--- config.mk ---
export PLATFORM = sky130hd
export DESIGN_NAME = key_matrix_change_encoder
export DESIGN_NICKNAME = d
export VERILOG_FILES = /design/src/hw/rtl/kmce_pkg.sv /design/src/hw/rtl/key_matrix_change_encoder.sv
export SDC_FILE = /design/constraint.sdc
export NUM_CORES = 1
export LEC_CHECK = 0
export BUFFER_PORTS_ARGS = -buffer_cell sky130_fd_sc_hd__buf_2
export CORE_ASPECT_RATIO = 1.5
export CORE_MARGIN = 8
export CORE_UTILIZATION = 41
export DETAILED_ROUTE_END_ITERATION = 10
export SETUP_SLACK_MARGIN = 0.2
export SKIP_LAST_GASP = 1
export SLEW_MARGIN = 25
export SYNTH_ARGS = -nofsm -noshare
export SYNTH_HDL_FRONTEND = slang
export SYNTH_SLANG_ARGS = --single-unit
--- constraint.sdc ---
create_clock -name clk_i -period 6.15 [get_ports clk_i]
set_clock_uncertainty 0.1 [all_clocks]
set_input_delay 1.5375 -clock clk_i [delete_from_list [all_inputs] [get_ports clk_i]]
set_output_delay 1.5375 -clock clk_i [all_outputs]
set_load 0.1 [all_outputs]
--- src/hw/rtl/kmce_pkg.sv ---
package kmce_pkg;

  localparam int unsigned KmceColumns = 8;
  localparam int unsigned KmceRows    = 8;

  // Row levels carried by one sample
  localparam int unsigned LevelBits = 8;

  typedef struct packed {
    logic [2:0] column_index;
    logic [7:0] row_levels;
  } in_t;

  typedef struct packed {
    logic [6:0] event_code;
    logic       last_event;
  } out_t;

endpackage

--- src/hw/rtl/key_matrix_change_encoder.sv ---
// Channel | Ports                                 | Transfer when
// --------+---------------------------------------+---------------------------
// sample  | in_valid_i, in_stall_o, in_data_i     | in_valid_i && !in_stall_o
// event   | out_valid_o, out_stall_i, out_data_o  | out_valid_o && !out_stall_i
//
// The key-state read is registered; the event register then sends one event
// per cycle while out_stall_i is low, one event for each key a sample changes
// (at most 8). Samples that change nothing transfer at one per cycle. Reset
// marks every entry unread, which reads as all keys pressed, so no clearing
// pass is needed. An event stall holds the event register and, once the
// pending sample is blocked, the input.
module key_matrix_change_encoder #(
  parameter int unsigned COLUMNS = kmce_pkg::KmceColumns,
  parameter int unsigned ROWS    = kmce_pkg::KmceRows
) (
  input  logic           clk_i,
  input  logic           rst_ni,
  input  logic           in_valid_i,
  output logic           in_stall_o,
  input  kmce_pkg::in_t  in_data_i,
  output logic           out_valid_o,
  input  logic           out_stall_i,
  output kmce_pkg::out_t out_data_o
);
  import kmce_pkg::*;

  // Rows actually scanned
  localparam int unsigned ScanRows = (ROWS < LevelBits) ? ROWS : LevelBits;
  localparam int unsigned IdxW     = (COLUMNS > 1) ? $clog2(COLUMNS) : 1;
  localparam int unsigned CodeW    = 10;

  logic [ScanRows-1:0] mem_q [COLUMNS];
  logic [COLUMNS-1:0]  written_q;

  logic                b_valid_q;
  logic                b_ok_q;
  logic [2:0]          b_col_q;
  logic [ScanRows-1:0] b_lvl_q;
  logic [ScanRows-1:0] rd_q;
  logic                rd_written_q;
  logic                fwd_q;
  logic [ScanRows-1:0] fwd_data_q;

  logic [ScanRows-1:0] em_mask_q;
  logic [ScanRows-1:0] em_state_q;
  logic [2:0]          em_col_q;

  logic                accept;
  logic [IdxW-1:0]     in_idx;
  logic [IdxW-1:0]     b_idx;
  logic                in_ok;
  logic [ScanRows-1:0] stored;
  logic [ScanRows-1:0] new_state;
  logic [ScanRows-1:0] chg;
  logic                b_move;
  logic                out_xfer;
  logic [ScanRows-1:0] em_rest;
  logic                em_last;
  logic                em_free;
  logic [2:0]          row_sel;
  logic                row_pressed;
  logic [CodeW-1:0]    code;

  assign in_idx = IdxW'(in_data_i.column_index);
  assign b_idx  = IdxW'(b_col_q);
  assign in_ok  = (int'(in_data_i.column_index) < COLUMNS);

  // Latest value of the entry: forwarded write, memory, or reset state
  always_comb begin
    if (fwd_q) begin
      stored = fwd_data_q;
    end else if (rd_written_q) begin
      stored = rd_q;
    end else begin
      stored = '1;
    end
  end

  assign new_state = ~b_lvl_q;
  assign chg       = (stored ^ new_state) & {ScanRows{b_ok_q}};

  assign out_valid_o = |em_mask_q;
  assign out_xfer    = out_valid_o && !out_stall_i;
  assign em_rest     = em_mask_q & (em_mask_q - 1'b1);
  assign em_last     = (em_rest == '0);
  assign em_free     = !out_valid_o || (out_xfer && em_last);

  assign b_move     = b_valid_q && ((chg == '0) || em_free);
  assign in_stall_o = b_valid_q && !b_move;
  assign accept     = in_valid_i && !in_stall_o;

  // Lowest pending row goes first
  always_comb begin
    row_sel     = '0;
    row_pressed = 1'b0;
    for (int r = ScanRows - 1; r >= 0; r--) begin
      if (em_mask_q[r]) begin
        row_sel     = 3'(r);
        row_pressed = em_state_q[r];
      end
    end
  end

  always_comb begin
    code = CodeW'(row_sel) + CodeW'(em_col_q) * CodeW'(ROWS);
    if (row_pressed) begin
      code = code + CodeW'(COLUMNS * ROWS);
    end
  end

  assign out_data_o.event_code = code[6:0];
  assign out_data_o.last_event = em_last;

  // Key-state memory: write back on hand-off, read on transfer
  always_ff @(posedge clk_i) begin
    if (b_move && b_ok_q) begin
      mem_q[b_idx] <= new_state;
    end
    if (accept) begin
      rd_q <= mem_q[in_idx];
    end
  end

  always_ff @(posedge clk_i or negedge rst_ni) begin
    if (!rst_ni) begin
      written_q    <= '0;
      b_valid_q    <= 1'b0;
      em_mask_q    <= '0;
      b_ok_q       <= 1'b0;
      rd_written_q <= 1'b0;
      fwd_q        <= 1'b0;
    end else begin
      if (b_move && b_ok_q) begin
        written_q[b_idx] <= 1'b1;
      end
      if (b_move || accept) begin
        b_valid_q <= accept;
      end
      if (accept) begin
        b_ok_q       <= in_ok;
        rd_written_q <= written_q[in_idx];
        fwd_q        <= b_move && b_ok_q && (b_idx == in_idx);
      end
      if (b_move && (chg != '0)) begin
        em_mask_q <= chg;
      end else if (out_xfer) begin
        em_mask_q <= em_rest;
      end
    end
  end

  always_ff @(posedge clk_i) begin
    if (accept) begin
      b_col_q    <= in_data_i.column_index;
      b_lvl_q    <= in_data_i.row_levels[ScanRows-1:0];
      fwd_data_q <= new_state;
    end
    if (b_move && (chg != '0)) begin
      em_state_q <= new_state;
      em_col_q   <= b_col_q;
    end
  end

endmodule

==> results.sh <==
export IMPL_dp_cells=488
export IMPL_core_box_area_um2=12320
export IMPL_post_cts_setup_buffers=0
export IMPL_rsz0062_at_grt="false"
export IMPL_worst_slew_pin_slew_ns=0.9572
export IMPL_whs_ns=0.3760
export IMPL_worst_hold_path_type="reg2reg"
export IMPL_power_combinational_fraction_pct=30.8
export IMPL_routed_via_count=2812
export IMPL_layout_overhead_on_the_synthesized_area_pct=17.42
export IMPL_layout_drive_gt1_share_pct=28.93
export IMPL_grt_max_degree=22
export IMPL_final_nets=366
export IMPL_synth_enable_flop_cells=102
export IMPL_final_critical_path_setup_slack_ns=1.428
export IMPL_cts_tree="done"
export IMPL_report_final_hold_viol_count=0
export IMPL_n_antenna_cell=0
export IMPL_syn_mean_instance_area_um2=15.69
export IMPL_cp_cell_sequence="nand2b_1, o22ai_1, mux2i_1, a2111oi_2, a21oi_2, buf_4, and2_1, buf_2"
export IMPL_max_freq_ghz=0.2118
export IMPL_setup_reg_to_reg_worst_slack_ns=2.67
export IMPL_hold_path_endpoint="written_q[4]$_DFFE_PN0P_"
export IMPL_post_synth_inst_count=326
export IMPL_cts_max_level=4
export IMPL_drt_total_wl_mm=10.42
export IMPL_worst_r2r_startpoint="fwd_q$_DFFE_PN0P_"
export IMPL_floorplan_die_width_um=107.2
export IMPL_cp_num_buf_inv=2
export IMPL_ios=25
export IMPL_first_pass_grt_wire_length_mm=16.44
export IMPL_postCtsHoldBufs=0
export IMPL_worst_path_dominant_cell_family="compound AO/OA/AOI/OAI gates"
export IMPL_worstHoldStart="written_q[4]$_DFFE_PN0P_"
export IMPL_p_clk_share_pct=31.4
export IMPL_asyncSetResetFlopFracSynth_pct=16.39
export IMPL_pwr_density_cell_nw_per_um2=552.4
export IMPL_synth_seq_area_share_pct=69.68
export IMPL_post_place_ws_ns=1.616
export IMPL_place_detailed_hpwl_mm=6.890
export IMPL_cts_path_max_buffers=2
export IMPL_finalPower_uw=3317
export IMPL_grt_usage_pct=13.68
export IMPL_critPathMaxStageDelay_ns=0.73
export IMPL_synth_seq_cells=122
export IMPL_cp_arrival_ns=3.08
export IMPL_number_of_iterations_in_the_first_detailed_routing_pass=4
export IMPL_layout_common_cells="102 x edfxtp_1, 28 x nand2_1, 24 x buf_2, 20 x dfrtp_1"
export IMPL_initial_core_util_pct=41.49
export IMPL_setup_worst_path_class="reg2out"
export IMPL_worstRegToRegCells=7
export IMPL_critical_path_startpoint_type="flop"
export IMPL_post_cts_resized_instances=0
export IMPL_netSwitchingFraction_pct=37.51
export IMPL_floorplan_rows=50
export IMPL_outcome="complete, no violations"
export IMPL_synth_ff_type="edfxtp_1"
export IMPL_syn_cell_area_um2=5114
export IMPL_setup_viol_count_final=0
export IMPL_power_report_internal_total_uw=2073
export IMPL_gp_congestion=0.8466
export IMPL_synth_net_count=341
export IMPL_worst_skew_pair_late_latency_ns=0.41
export IMPL_cts_inserted_buffers=17
export IMPL_leakagePower_uw=0.002131
export IMPL_drt_first_iter_violations=176
export IMPL_io_buffer_count=24
export IMPL_synth_cell_type_count=50
export IMPL_count_of_max_cap_constraint_violations=0
export IMPL_timing_max_slew_rel_slack_pct=35.84
export IMPL_r2r_end="mem_q[6][4]$_DFFE_PP_"
export IMPL_slowest_stage="a2111oi_2"
export IMPL_hold_path_cell_count=2
export IMPL_yosysWarnings=0
export IMPL_sequentialPowerShare_pct=37.8
export IMPL_viasPerCell=5.418
export IMPL_slew_violations=0
export IMPL_post_route_drc_count=0
export IMPL_number_of_antenna_violations_at_the_first_check_in_global_routing=0
export IMPL_most_frequent_standard_cell_in_the_layout_excluding_fill_and_tap_cells="edfxtp_1"
export IMPL_fillCellCount=1009
export IMPL_drt_antenna_violating_nets=0
export IMPL_layout_worst_path_cycle_share_pct=76.78
export IMPL_die_area_um2=16380
export IMPL_grt_ovf=0
export IMPL_net_switching_power_uw=1244
export IMPL_critical_path_max_fanout=20
export IMPL_clock_sinks=122
export IMPL_fin_crit_ns=4.722
export IMPL_fin_cells=519
export IMPL_root_buffer_cell="clkbuf_16"
export IMPL_first_global_vias=2935
export IMPL_worst_setup_path_end_kind="output pin"
export IMPL_die_height_um=152.8
export IMPL_cp_required_ns=4.51
export IMPL_ir_worst_vdd_mv=0.2594
export IMPL_wl_per_cell_um=20.08
export IMPL_setup_tns_final_ns=0
export IMPL_clk_pin_slew_ns=0.06
-- sequential cells by signal, summed over array words and instances, names as in the netlist --
name,cells
b_col_q,3
b_lvl_q,8
b_ok_q,1
b_valid_q,1
em_col_q,3
em_mask_q,8
em_state_q,8
fwd_data_q,8
fwd_q,1
mem_q,64
rd_q,8
rd_written_q,1
written_q,8
-- synth_stat cells (3+ instances only) --
cell	instances	area, µm²
nor4_1	3	18.77
a22o_1	3	26.28
buf_2	3	15.01
clkbuf_1	13	48.80
edfxtp_1	102	3063
mux2_2	8	90.09
inv_1	18	67.56
nor3_1	12	60.06
xor2_1	3	26.28
a21oi_1	7	35.03
dfrtp_1	20	500.5
nor3b_1	3	22.52
nor2_1	10	37.54
o21ai_0	8	40.04
nand3_1	7	35.03
mux2i_1	6	60.06
nand2_1	28	105.1
or2_2	3	18.77
o21bai_1	4	30.03
o31ai_2	4	50.05
mux4_2	18	405.4
o22ai_1	5	31.28
-- area by class of cell --
class / count / area, µm² / area share, %
clock buffers: 17 / 425.4 / 7.085
clock inverters: 14 / 196.4 / 3.272
inverters: 18 / 67.56 / 1.125
multi-input cells: 165 / 1414 / 23.55
flip-flops and latches: 122 / 3563 / 59.35
well taps: 156 / 195.2 / 3.251
repair buffers: 27 / 142.6 / 2.375
-- worst max path at each step --
| stage | startpoint | end | depth (start not counted) | slack (ns) |
|---|---|---|---|---|
| final | fwd_q$_DFFE_PN0P_ | in_stall_o | 8 | 1.43 |
| after global routing | fwd_q$_DFFE_PN0P_ | in_stall_o | 8 | 1.22 |
| after CTS | fwd_q$_DFFE_PN0P_ | in_stall_o | 8 | 1.41 |
| after detailed placement | out_stall_i | in_stall_o | 7 | 1.62 |
| after global placement | out_stall_i | in_stall_o | 7 | 1.63 |
| after floorplan | em_mask_q[1]$_DFFE_PN0P_ | in_stall_o | 8 | 1.63 |
-- routing by layer --
| metal | global-route usage, % | vias to the layer above | wire length [µm] |
|---|---|---|---|
| met3 | 4.234 | 17 | 431 |
| met5 | 0 | - | 0 |
| li1 | - | 1299 | - |
| met4 | 6.936 | 0 | 253 |
| met1 | 13.65 | 1420 | 3812 |
| met2 | 24.51 | 76 | 5927 |
-- metrics by stage --
step / instance area, µm² / util [%]
6_report: 6005 / 48.72
5_1_grt: 6005 / 48.72
4_1_cts: 6002 / 48.70
3_5_place_dp: 5380 / 43.65
3_3_place_gp: 5380 / 43.65
2_1_floorplan: 5114 / -
-- cell families (layout without fill, tap and decap cells) --
kind of cell / after synthesis / after routing / synth area share, %
DFF: 122 / 122 / 69.68
adders and majority gates: 1 / 1 / 0.1958
buffers and inverters: 39 / 76 / 3.376
xor gates and xnor gates: 5 / 5 / 0.8565
and+or+nand+nor: 78 / 78 / 7.512
muxes: 32 / 32 / 10.86
AOI/OAI and AO/OA: 49 / 49 / 7.512
-- power by group through the flow --
stage,combinational [µW],sequential (µW),clock [µW]
2_1_floorplan,828,1250,0
3_3_place_gp,1010,1260,0
3_5_place_dp,1030,1270,0
4_1_cts,1030,1260,1050
5_1_grt,1090,1280,1090
6_report,1020,1260,1040
-- tightest hold or removal path: cells and delay by family (launching register included) --
family | cells | cell delay (ns)
flops | 1 | 0.34
buf+inv | 1 | 0.05
compound gates | 1 | 0.05
No activity file was read; power rests on OpenSTA's default activity.
